--- src/rtl/mme_pkg.sv ---
// Shared types, constants and a helper function of the matrix multiply engine.
package mme_pkg;

    localparam int MAX_DIM    = 8;
    localparam int DIM_W      = 4;
    localparam int ELEM_W     = 16;
    localparam int PROD_W     = 2 * ELEM_W;
    localparam int ACC_W      = 40;
    localparam int RESULT_W   = 32;
    localparam int IDX_W      = $clog2(MAX_DIM);
    localparam int DEPTH      = MAX_DIM * MAX_DIM;
    localparam int ADDR_W     = $clog2(DEPTH);
    localparam int COUNT_W    = ADDR_W + 1;
    localparam int CFG_IDX_W  = 2;

    localparam logic [CFG_IDX_W-1:0] CFG_ROWS_A    = 2'd0;
    localparam logic [CFG_IDX_W-1:0] CFG_INNER_DIM = 2'd1;
    localparam logic [CFG_IDX_W-1:0] CFG_COLS_B    = 2'd2;

    localparam logic [DIM_W-1:0] DIM_RESET = 4'd8;

    // One element on its way from the front end to the stores.
    typedef struct packed {
        logic                     is_b;
        logic                     last;
        logic [ADDR_W-1:0]        addr;
        logic signed [ELEM_W-1:0] data;
    } qentry_t;

    // Effective matrix sizes after clamping.
    typedef struct packed {
        logic [DIM_W-1:0] m;
        logic [DIM_W-1:0] n;
        logic [DIM_W-1:0] p;
    } dims_t;

    typedef enum logic [1:0] {
        BK_LOAD,
        BK_RUN,
        BK_DRAIN
    } back_state_t;

    // A size of zero acts as one; a size above the store limit acts as the limit.
    function automatic logic [DIM_W-1:0] eff_dim(input logic [DIM_W-1:0] r);
        logic [DIM_W-1:0] d;
        if (r == '0) begin
            d = DIM_W'(1);
        end
        else if (r > DIM_W'(MAX_DIM)) begin
            d = DIM_W'(MAX_DIM);
        end
        else begin
            d = r;
        end
        return d;
    endfunction

endpackage

--- src/rtl/mme_queue.sv ---
// Two-entry queue that decouples the element front end from the compute back end.
module mme_queue
    import mme_pkg::*;
(
    input  logic    clk,
    input  logic    rst_n,
    input  logic    push,
    input  qentry_t push_data,
    input  logic    pop,
    output qentry_t pop_data,
    output logic    full,
    output logic    empty
);

    qentry_t    slots_reg [2];
    logic       wr_ptr_reg;
    logic       rd_ptr_reg;
    logic [1:0] count_reg;

    assign full     = (count_reg == 2'd2);
    assign empty    = (count_reg == 2'd0);
    assign pop_data = slots_reg[rd_ptr_reg];

    always_ff @(posedge clk or negedge rst_n)
    begin
        if (!rst_n)
        begin
            wr_ptr_reg <= 1'b0;
            rd_ptr_reg <= 1'b0;
            count_reg  <= 2'd0;
        end
        else
        begin
            if (push)
            begin
                wr_ptr_reg <= ~wr_ptr_reg;
            end
            if (pop)
            begin
                rd_ptr_reg <= ~rd_ptr_reg;
            end
            if (push && !pop)
            begin
                count_reg <= count_reg + 2'd1;
            end
            else if (pop && !push)
            begin
                count_reg <= count_reg - 2'd1;
            end
        end
    end

    always_ff @(posedge clk)
    begin
        if (push)
        begin
            slots_reg[wr_ptr_reg] <= push_data;
        end
    end

endmodule

--- src/rtl/mme_front.sv ---
// Front end: size registers, element acceptance and classification into A or B writes.
module mme_front
    import mme_pkg::*;
(
    input  logic                  clk,
    input  logic                  rst_n,
    input  logic                  start,
    input  logic signed [ELEM_W-1:0] element,
    input  logic                  wr_en,
    input  logic [CFG_IDX_W-1:0]  wr_index,
    input  logic [DIM_W-1:0]      wr_data,
    input  logic                  q_full,
    input  logic                  done,
    output logic                  busy,
    output logic                  push,
    output qentry_t               push_data,
    output dims_t                 dims
);

    logic [DIM_W-1:0]   rows_a_reg;
    logic [DIM_W-1:0]   inner_dim_reg;
    logic [DIM_W-1:0]   cols_b_reg;
    logic [COUNT_W-1:0] load_count_reg;
    logic [COUNT_W-1:0] load_count_next;
    logic               loading_second_reg;
    logic               loading_second_next;
    logic               wait_reg;
    logic               accept;
    logic               final_elem;
    logic               cfg_hit;
    logic [COUNT_W-1:0] count_inc;
    logic [2*DIM_W-1:0] size_a;
    logic [2*DIM_W-1:0] size_b;

    assign dims.m = eff_dim(rows_a_reg);
    assign dims.n = eff_dim(inner_dim_reg);
    assign dims.p = eff_dim(cols_b_reg);

    assign busy   = q_full || wait_reg;
    assign accept = start && !busy;
    assign push   = accept;

    assign size_a    = dims.m * dims.n;
    assign size_b    = dims.n * dims.p;
    assign count_inc = load_count_reg + COUNT_W'(1);

    assign cfg_hit = wr_en && ((wr_index == CFG_ROWS_A) || (wr_index == CFG_INNER_DIM) ||
                               (wr_index == CFG_COLS_B));

    always_comb
    begin
        load_count_next     = count_inc;
        loading_second_next = loading_second_reg;
        final_elem          = 1'b0;
        if (!loading_second_reg)
        begin
            if ((2*DIM_W)'(count_inc) >= size_a)
            begin
                load_count_next     = '0;
                loading_second_next = 1'b1;
            end
        end
        else if ((2*DIM_W)'(count_inc) >= size_b)
        begin
            load_count_next     = '0;
            loading_second_next = 1'b0;
            final_elem          = 1'b1;
        end
    end

    assign push_data.is_b = loading_second_reg;
    assign push_data.last = final_elem;
    assign push_data.addr = load_count_reg[ADDR_W-1:0];
    assign push_data.data = element;

    always_ff @(posedge clk or negedge rst_n)
    begin
        if (!rst_n)
        begin
            rows_a_reg         <= DIM_RESET;
            inner_dim_reg      <= DIM_RESET;
            cols_b_reg         <= DIM_RESET;
            load_count_reg     <= '0;
            loading_second_reg <= 1'b0;
            wait_reg           <= 1'b0;
        end
        else
        begin
            if (wr_en)
            begin
                unique case (wr_index)
                    CFG_ROWS_A:    rows_a_reg    <= wr_data;
                    CFG_INNER_DIM: inner_dim_reg <= wr_data;
                    CFG_COLS_B:    cols_b_reg    <= wr_data;
                    default:       ;
                endcase
            end
            // Any write to a real register abandons a partial load.
            if (cfg_hit)
            begin
                load_count_reg     <= '0;
                loading_second_reg <= 1'b0;
            end
            else if (accept)
            begin
                load_count_reg     <= load_count_next;
                loading_second_reg <= loading_second_next;
            end
            if (accept && final_elem)
            begin
                wait_reg <= 1'b1;
            end
            else if (done)
            begin
                wait_reg <= 1'b0;
            end
        end
    end

endmodule

--- src/rtl/mme_back.sv ---
// Back end: matrix stores, multiply-accumulate pipeline and result registers.
module mme_back
    import mme_pkg::*;
(
    input  logic                    clk,
    input  logic                    rst_n,
    input  dims_t                   dims,
    input  logic                    q_empty,
    input  qentry_t                 q_data,
    output logic                    pop,
    output logic                    done,
    output logic                    result_valid,
    output logic signed [RESULT_W-1:0] product_value,
    output logic [IDX_W-1:0]        row_index,
    output logic [IDX_W-1:0]        column_index,
    output logic                    last
);

    localparam logic signed [ACC_W-1:0] SAT_MAX = ACC_W'({1'b0, {(RESULT_W-1){1'b1}}});
    localparam logic signed [ACC_W-1:0] SAT_MIN = -SAT_MAX - ACC_W'(1);

    logic signed [ELEM_W-1:0] a_mem [DEPTH];
    logic signed [ELEM_W-1:0] b_mem [DEPTH];

    back_state_t state_reg;
    back_state_t state_next;

    logic [IDX_W-1:0]  i_reg;
    logic [IDX_W-1:0]  j_reg;
    logic [IDX_W-1:0]  k_reg;
    logic [ADDR_W-1:0] a_base_reg;
    logic [ADDR_W-1:0] a_addr_reg;
    logic [ADDR_W-1:0] b_addr_reg;

    logic issue;
    logic init;
    logic last_k;
    logic last_j;
    logic last_i;

    logic signed [ELEM_W-1:0] a_rd_reg;
    logic signed [ELEM_W-1:0] b_rd_reg;
    logic                     s1_valid_reg;
    logic                     s1_first_reg;
    logic                     s1_lastk_reg;
    logic                     s1_final_reg;
    logic [IDX_W-1:0]         s1_row_reg;
    logic [IDX_W-1:0]         s1_col_reg;

    logic signed [PROD_W-1:0] prod_reg;
    logic                     s2_valid_reg;
    logic                     s2_first_reg;
    logic                     s2_lastk_reg;
    logic                     s2_final_reg;
    logic [IDX_W-1:0]         s2_row_reg;
    logic [IDX_W-1:0]         s2_col_reg;

    logic signed [ACC_W-1:0]  acc_reg;
    logic signed [ACC_W-1:0]  sum;
    logic signed [ACC_W-1:0]  sat;

    logic                     result_valid_reg;
    logic signed [RESULT_W-1:0] product_value_reg;
    logic [IDX_W-1:0]         row_reg;
    logic [IDX_W-1:0]         col_reg;
    logic                     last_reg;

    assign last_k = ({1'b0, k_reg} == dims.n - DIM_W'(1));
    assign last_j = ({1'b0, j_reg} == dims.p - DIM_W'(1));
    assign last_i = ({1'b0, i_reg} == dims.m - DIM_W'(1));

    always_comb
    begin
        state_next = state_reg;
        pop        = 1'b0;
        issue      = 1'b0;
        init       = 1'b0;
        done       = 1'b0;
        unique case (state_reg)
            BK_LOAD:
            begin
                if (!q_empty)
                begin
                    pop = 1'b1;
                    if (q_data.last)
                    begin
                        init       = 1'b1;
                        state_next = BK_RUN;
                    end
                end
            end
            BK_RUN:
            begin
                issue = 1'b1;
                if (last_k && last_j && last_i)
                begin
                    state_next = BK_DRAIN;
                end
            end
            BK_DRAIN:
            begin
                if (!s1_valid_reg && !s2_valid_reg && !result_valid_reg)
                begin
                    done       = 1'b1;
                    state_next = BK_LOAD;
                end
            end
            default:
            begin
                state_next = BK_LOAD;
            end
        endcase
    end

    always_ff @(posedge clk or negedge rst_n)
    begin
        if (!rst_n)
        begin
            state_reg <= BK_LOAD;
        end
        else
        begin
            state_reg <= state_next;
        end
    end

    // Stores: written from the queue, read once a cycle with registered data.
    always_ff @(posedge clk)
    begin
        if (pop && !q_data.is_b)
        begin
            a_mem[q_data.addr] <= q_data.data;
        end
        if (pop && q_data.is_b)
        begin
            b_mem[q_data.addr] <= q_data.data;
        end
        a_rd_reg <= a_mem[a_addr_reg];
        b_rd_reg <= b_mem[b_addr_reg];
    end

    // Loop counters and running store addresses: A at i*n+k, B at k*p+j.
    always_ff @(posedge clk)
    begin
        if (init)
        begin
            i_reg      <= '0;
            j_reg      <= '0;
            k_reg      <= '0;
            a_base_reg <= '0;
            a_addr_reg <= '0;
            b_addr_reg <= '0;
        end
        else if (issue)
        begin
            if (!last_k)
            begin
                k_reg      <= k_reg + IDX_W'(1);
                a_addr_reg <= a_addr_reg + ADDR_W'(1);
                b_addr_reg <= b_addr_reg + ADDR_W'(dims.p);
            end
            else if (!last_j)
            begin
                k_reg      <= '0;
                j_reg      <= j_reg + IDX_W'(1);
                a_addr_reg <= a_base_reg;
                b_addr_reg <= ADDR_W'(j_reg) + ADDR_W'(1);
            end
            else
            begin
                k_reg      <= '0;
                j_reg      <= '0;
                i_reg      <= i_reg + IDX_W'(1);
                a_base_reg <= a_base_reg + ADDR_W'(dims.n);
                a_addr_reg <= a_base_reg + ADDR_W'(dims.n);
                b_addr_reg <= '0;
            end
        end
    end

    always_ff @(posedge clk or negedge rst_n)
    begin
        if (!rst_n)
        begin
            s1_valid_reg     <= 1'b0;
            s2_valid_reg     <= 1'b0;
            result_valid_reg <= 1'b0;
            acc_reg          <= '0;
        end
        else
        begin
            s1_valid_reg     <= issue;
            s2_valid_reg     <= s1_valid_reg;
            result_valid_reg <= s2_valid_reg && s2_lastk_reg;
            if (s2_valid_reg)
            begin
                acc_reg <= sum;
            end
        end
    end

    always_ff @(posedge clk)
    begin
        s1_first_reg <= (k_reg == '0);
        s1_lastk_reg <= last_k;
        s1_final_reg <= last_j && last_i;
        s1_row_reg   <= i_reg;
        s1_col_reg   <= j_reg;

        prod_reg     <= a_rd_reg * b_rd_reg;
        s2_first_reg <= s1_first_reg;
        s2_lastk_reg <= s1_lastk_reg;
        s2_final_reg <= s1_final_reg;
        s2_row_reg   <= s1_row_reg;
        s2_col_reg   <= s1_col_reg;

        product_value_reg <= sat[RESULT_W-1:0];
        row_reg           <= s2_row_reg;
        col_reg           <= s2_col_reg;
        last_reg          <= s2_final_reg;
    end

    always_comb
    begin
        sum = (s2_first_reg ? ACC_W'(0) : acc_reg) + ACC_W'(prod_reg);
        if (sum > SAT_MAX)
        begin
            sat = SAT_MAX;
        end
        else if (sum < SAT_MIN)
        begin
            sat = SAT_MIN;
        end
        else
        begin
            sat = sum;
        end
    end

    assign result_valid  = result_valid_reg;
    assign product_value = product_value_reg;
    assign row_index     = row_reg;
    assign column_index  = col_reg;
    assign last          = last_reg;

endmodule

--- src/rtl/matrix_multiply_engine_top.sv ---
// Top level of the matrix multiply engine: front end, element queue and compute back end.
//
// Channel    Direction  Handshake                 Payload
// ---------  ---------  ------------------------  ------------------------------------------
// element    in         start high, busy low      element (signed Q8.8)
// config     in         wr_en high                wr_index, wr_data
// result     out        result_valid, one cycle   product_value, row_index, column_index, last
//
// Each element transaction is taken while busy is low and goes through a two-entry queue into
// the A or B store. The transaction with the last element of B starts the multiply: one
// multiply-accumulate per cycle, rows_a * inner_dim * cols_b in all (after size clamping).
// busy stays high from that transaction until the final result is out and the back end has
// drained. Reset clears the handshake and sequencing state; the stores need no clearing pass.
// The result receiver cannot stall; each result shows one cycle.
module matrix_multiply_engine_top
    import mme_pkg::*;
(
    input  logic                       clk,
    input  logic                       rst_n,
    input  logic                       start,
    output logic                       busy,
    input  logic signed [ELEM_W-1:0]   element,
    input  logic                       wr_en,
    input  logic [CFG_IDX_W-1:0]       wr_index,
    input  logic [DIM_W-1:0]           wr_data,
    output logic                       result_valid,
    output logic signed [RESULT_W-1:0] product_value,
    output logic [IDX_W-1:0]           row_index,
    output logic [IDX_W-1:0]           column_index,
    output logic                       last
);

    qentry_t push_data;
    qentry_t pop_data;
    dims_t   dims;
    logic    push;
    logic    pop;
    logic    q_full;
    logic    q_empty;
    logic    done;

    // The front end classifies every element as an A or B write and spots the last one.
    mme_front u_front (
        .clk       (clk),
        .rst_n     (rst_n),
        .start     (start),
        .element   (element),
        .wr_en     (wr_en),
        .wr_index  (wr_index),
        .wr_data   (wr_data),
        .q_full    (q_full),
        .done      (done),
        .busy      (busy),
        .push      (push),
        .push_data (push_data),
        .dims      (dims)
    );

    // The queue lets the front end take an element while the back end is writing one.
    mme_queue u_queue (
        .clk       (clk),
        .rst_n     (rst_n),
        .push      (push),
        .push_data (push_data),
        .pop       (pop),
        .pop_data  (pop_data),
        .full      (q_full),
        .empty     (q_empty)
    );

    // The back end owns the stores and runs the dot products.
    mme_back u_back (
        .clk           (clk),
        .rst_n         (rst_n),
        .dims          (dims),
        .q_empty       (q_empty),
        .q_data        (pop_data),
        .pop           (pop),
        .done          (done),
        .result_valid  (result_valid),
        .product_value (product_value),
        .row_index     (row_index),
        .column_index  (column_index),
        .last          (last)
    );

endmodule

--- config.mk ---
export PLATFORM = sky130hd
export DESIGN_NAME = matrix_multiply_engine_top
export DESIGN_NICKNAME = d
export VERILOG_FILES = /design/src/rtl/mme_pkg.sv /design/src/rtl/mme_queue.sv /design/src/rtl/mme_front.sv /design/src/rtl/mme_back.sv /design/src/rtl/matrix_multiply_engine_top.sv
export SDC_FILE = /design/constraint.sdc
export NUM_CORES = 2
export LEC_CHECK = 0
export ABC_CLOCK_PERIOD_IN_PS = 12100
export BUFFER_PORTS_ARGS = -buffer_cell sky130_fd_sc_hd__clkbuf_2
export CAP_MARGIN = 20
export CORE_UTILIZATION = 35
export DETAILED_ROUTE_END_ITERATION = 10
export GPL_TIMING_DRIVEN = 0
export MAX_ROUTING_LAYER = met4
export PLACE_DENSITY_LB_ADDON = 0.2
export SKIP_CTS_REPAIR_TIMING = 1
export SYNTH_ARGS = -nofsm -noshare
export SYNTH_HDL_FRONTEND = slang
export SYNTH_SLANG_ARGS = --single-unit
--- constraint.sdc ---
create_clock -name clk -period 12.1 [get_ports clk]
set_clock_uncertainty 0.15 [all_clocks]
set_input_delay 1.815 -clock clk [delete_from_list [all_inputs] [get_ports clk]]
set_output_delay 1.815 -clock clk [all_outputs]
set_load 0.005 [all_outputs]
==> qor.yml <==
ys_types: 81
syn_nets: 5787
synthTopCellsByArea: "edfxtp_1 (63%), mux4_2 (15%), fa_1 (5.5%)"
grtUsageMet1_pct: 25.62
antenna_found_initial: 21
overflow: 0
num-fill-cells: 25256
setup_slack_ns: 4.137
fmax_mhz: 125.6
tightest_slew_ns: 1.263
ys_seq_area_share_pct: 67.48
grtUsageMet3_pct: 2.705
vias: 50947
syn_to_final_growth_pct: 16.97
async_reset_ff_share_pct: 3.025
firstDrtPassIters: 5
ys_warn_count: 0
drv_cap: 0
yosys.area.top_type_share_pct: 62.77
yosys_register_bits: 2314
synth_edf_count: 2096
io_pins: 67
design.core.area_um2: 285000
fin_crit_ns: 7.963
htreeDepth: 5
crit_type: "flip-flop to flip-flop"
drive_gt1_share_pct: 24.83
seq_area_um2: 67660
arrival_ns: 8.52
end_kind: "flip-flop"
setup_viol: 0
ctsLongestPathBuffers: 4
dp_worst_setup_slack_ns: 4.244
startpoint: "u_back.a_rd_reg[6]$_DFF_P_"
grt_pass1_vias: 52883
grt-busiest-layer: "met2"
syn_inst: 5311
hpwl_mm: 184.5
numCtsBuffers: 263
clkTransAtPathRegs_ns: 0.06
hold_viol: 0
ant_nets: 0
grt_pass1_wl_mm: 383.7
drc_errors: 0
clkSinkCount: 2314
synth_area_leader_cell: "edfxtp_1"
nets: 6294
hp-start: "u_back.s1_col_reg[0]$_DFF_P_"
clock_latency_ns: 0.90
syn_area_um2: 100300
critPathMaxFanout: 10
synth.most_common_cell: "edfxtp_1"
die_w_um: 537.2
wirelength_mm: 265.3
dieArea_um2: 288600
startpoint_type: "flip-flop"
post_dp_cell_area_um2: 108800
rows: 196
outcome: "finished, final reports clean"
fin_hold_ws_ns: 0.1729
grt_max_degree: 129
port_buffers: 66
timing.rr.start: "u_back.a_rd_reg[6]$_DFF_P_"
rsz0062_at_grt: "no"
fp.dieH_um: 537.2
root_buffer: "clkbuf_16"
worstPathRequired_ns: 12.65
wire_per_inst_um: 27.12
final_cell_area_um2: 117300
synth.avg_cell_area_um2: 18.88
synthFlopType: "edfxtp_1"
tritoncts: "done"
track_usage_pct: 19.06
setup-tns-final_ns: 0
synthTopCellsByCount: "edfxtp_1 (2096), mux4_2 (672), inv_1 (373)"
gp_congestion: 0.8565
multiInputGateArea_um2: 30840
met2_usage_pct: 30.64
start_util_pct: 35.19
relSlewSlack_pct: 15.52
min_path_type: "flip-flop to flip-flop"
drt-initial-drc-count: 4568
via_per_inst: 5.207
drv_slew: 0
fin_crit_sh_pct: 65.81
[placed cells by master, fill, tap and decap left out, types with 27 or more instances in the layout]
cell type	synthesis	routed
edfxtp_1	2096	2096
mux4_2	672	672
inv_1	373	373
fa_1	273	273
clkbuf_16	0	267
nand2_1	217	217
clkbuf_1	163	206
ha_1	177	177
dfxtp_1	148	148
and2_1	139	139
nor2_1	263	134
nor2_2	0	128
buf_8	0	126
a21oi_1	85	85
clkbuf_2	1	74
xnor2_1	72	72
dfrtp_1	67	67
buf_1	64	63
clkinv_1	1	48
o21ai_0	47	47
a21o_1	43	43
clkinv_2	0	43
xor2_1	41	41
mux2i_1	41	41
buf_16	0	38
o21ai_1	30	30
nor2b_1	27	27
[through the flow]
stage / utilization, % / instances
after floorplan: - / 5311
after global placement: 36.95 / 9139
after detailed placement: 38.19 / 9308
after CTS: 41.12 / 9771
after global routing: 41.16 / 9781
final: 41.16 / 9784
[layout make-up]
class,count,area share (%)
Clock buffer,324,5.930
Inverter,374,1.197
Antenna cell,6,0.01280
Buffer,234,0.7894
Tap cell,3762,4.013
Clock inverter,139,1.181
Multi-Input combinational cell,2389,26.29
Timing Repair Buffer,242,2.897
Sequential cell,2314,57.69
[final timing paths]
| kind | to | slack, ns | depth (start not counted) |
|---|---|---|---|
| max | u_back.prod_reg[31]$_DFF_P_ | 4.14 | 24 |
| max reg2reg | u_back.prod_reg[31]$_DFF_P_ | 4.14 | 24 |
| min | u_back.s2_col_reg[0]$_DFF_P_ | 0.17 | 0 |
| max in group asynchronous | u_front.inner_dim_reg[3]$_DFFE_PN1P_ | 10.29 | 2 |
| min in group asynchronous | u_back.acc_reg[9]$_DFFE_PN0P_ | 0.81 | 1 |
| min reg2reg | u_back.s2_col_reg[0]$_DFF_P_ | 0.17 | 0 |
[critical path, stage by stage (launching register included)]
cell and delay, ns:
dfxtp_1 0.68, clkbuf_1 0.60, nand2_1 0.18, fa_1 0.54
inv_1 0.05, fa_1 0.50, inv_1 0.05, fa_1 0.52
inv_1 0.06, fa_1 0.45, fa_1 0.52, inv_1 0.04
fa_1 0.51, inv_1 0.05, ha_1 0.34, a21oi_1 0.16
o21ai_0 0.17, or3_1 0.35, o21ba_2 0.25, a21oi_1 0.24
a21oi_1 0.13, and4_1 0.22, a2111oi_0 0.64, a21oi_1 0.18
xnor2_1 0.16
[routing by layer]
| layer | up-vias | wire length (um) |
|---|---|---|
| met5 | - | 0 |
| met4 | 0 | 5911 |
| met3 | 340 | 15300 |
| met2 | 1490 | 130400 |
| met1 | 27465 | 113800 |
| li1 | 21652 | - |
[kinds of logic after synthesis]
logic type               share of synthesized area [%]
XOR/XNOR                                        0.9870
multiplexers                                     15.95
buffers and inverters                            2.312
AO/OA/AOI/OAI                                    2.149
flip-flops                                       67.48
adder cells (fa/ha/maj)                          7.659
AND/OR/NAND/NOR                                  3.464
Power is not shown: default switching activity piles up to over one toggle a cycle in this logic, so the estimate is an artifact.
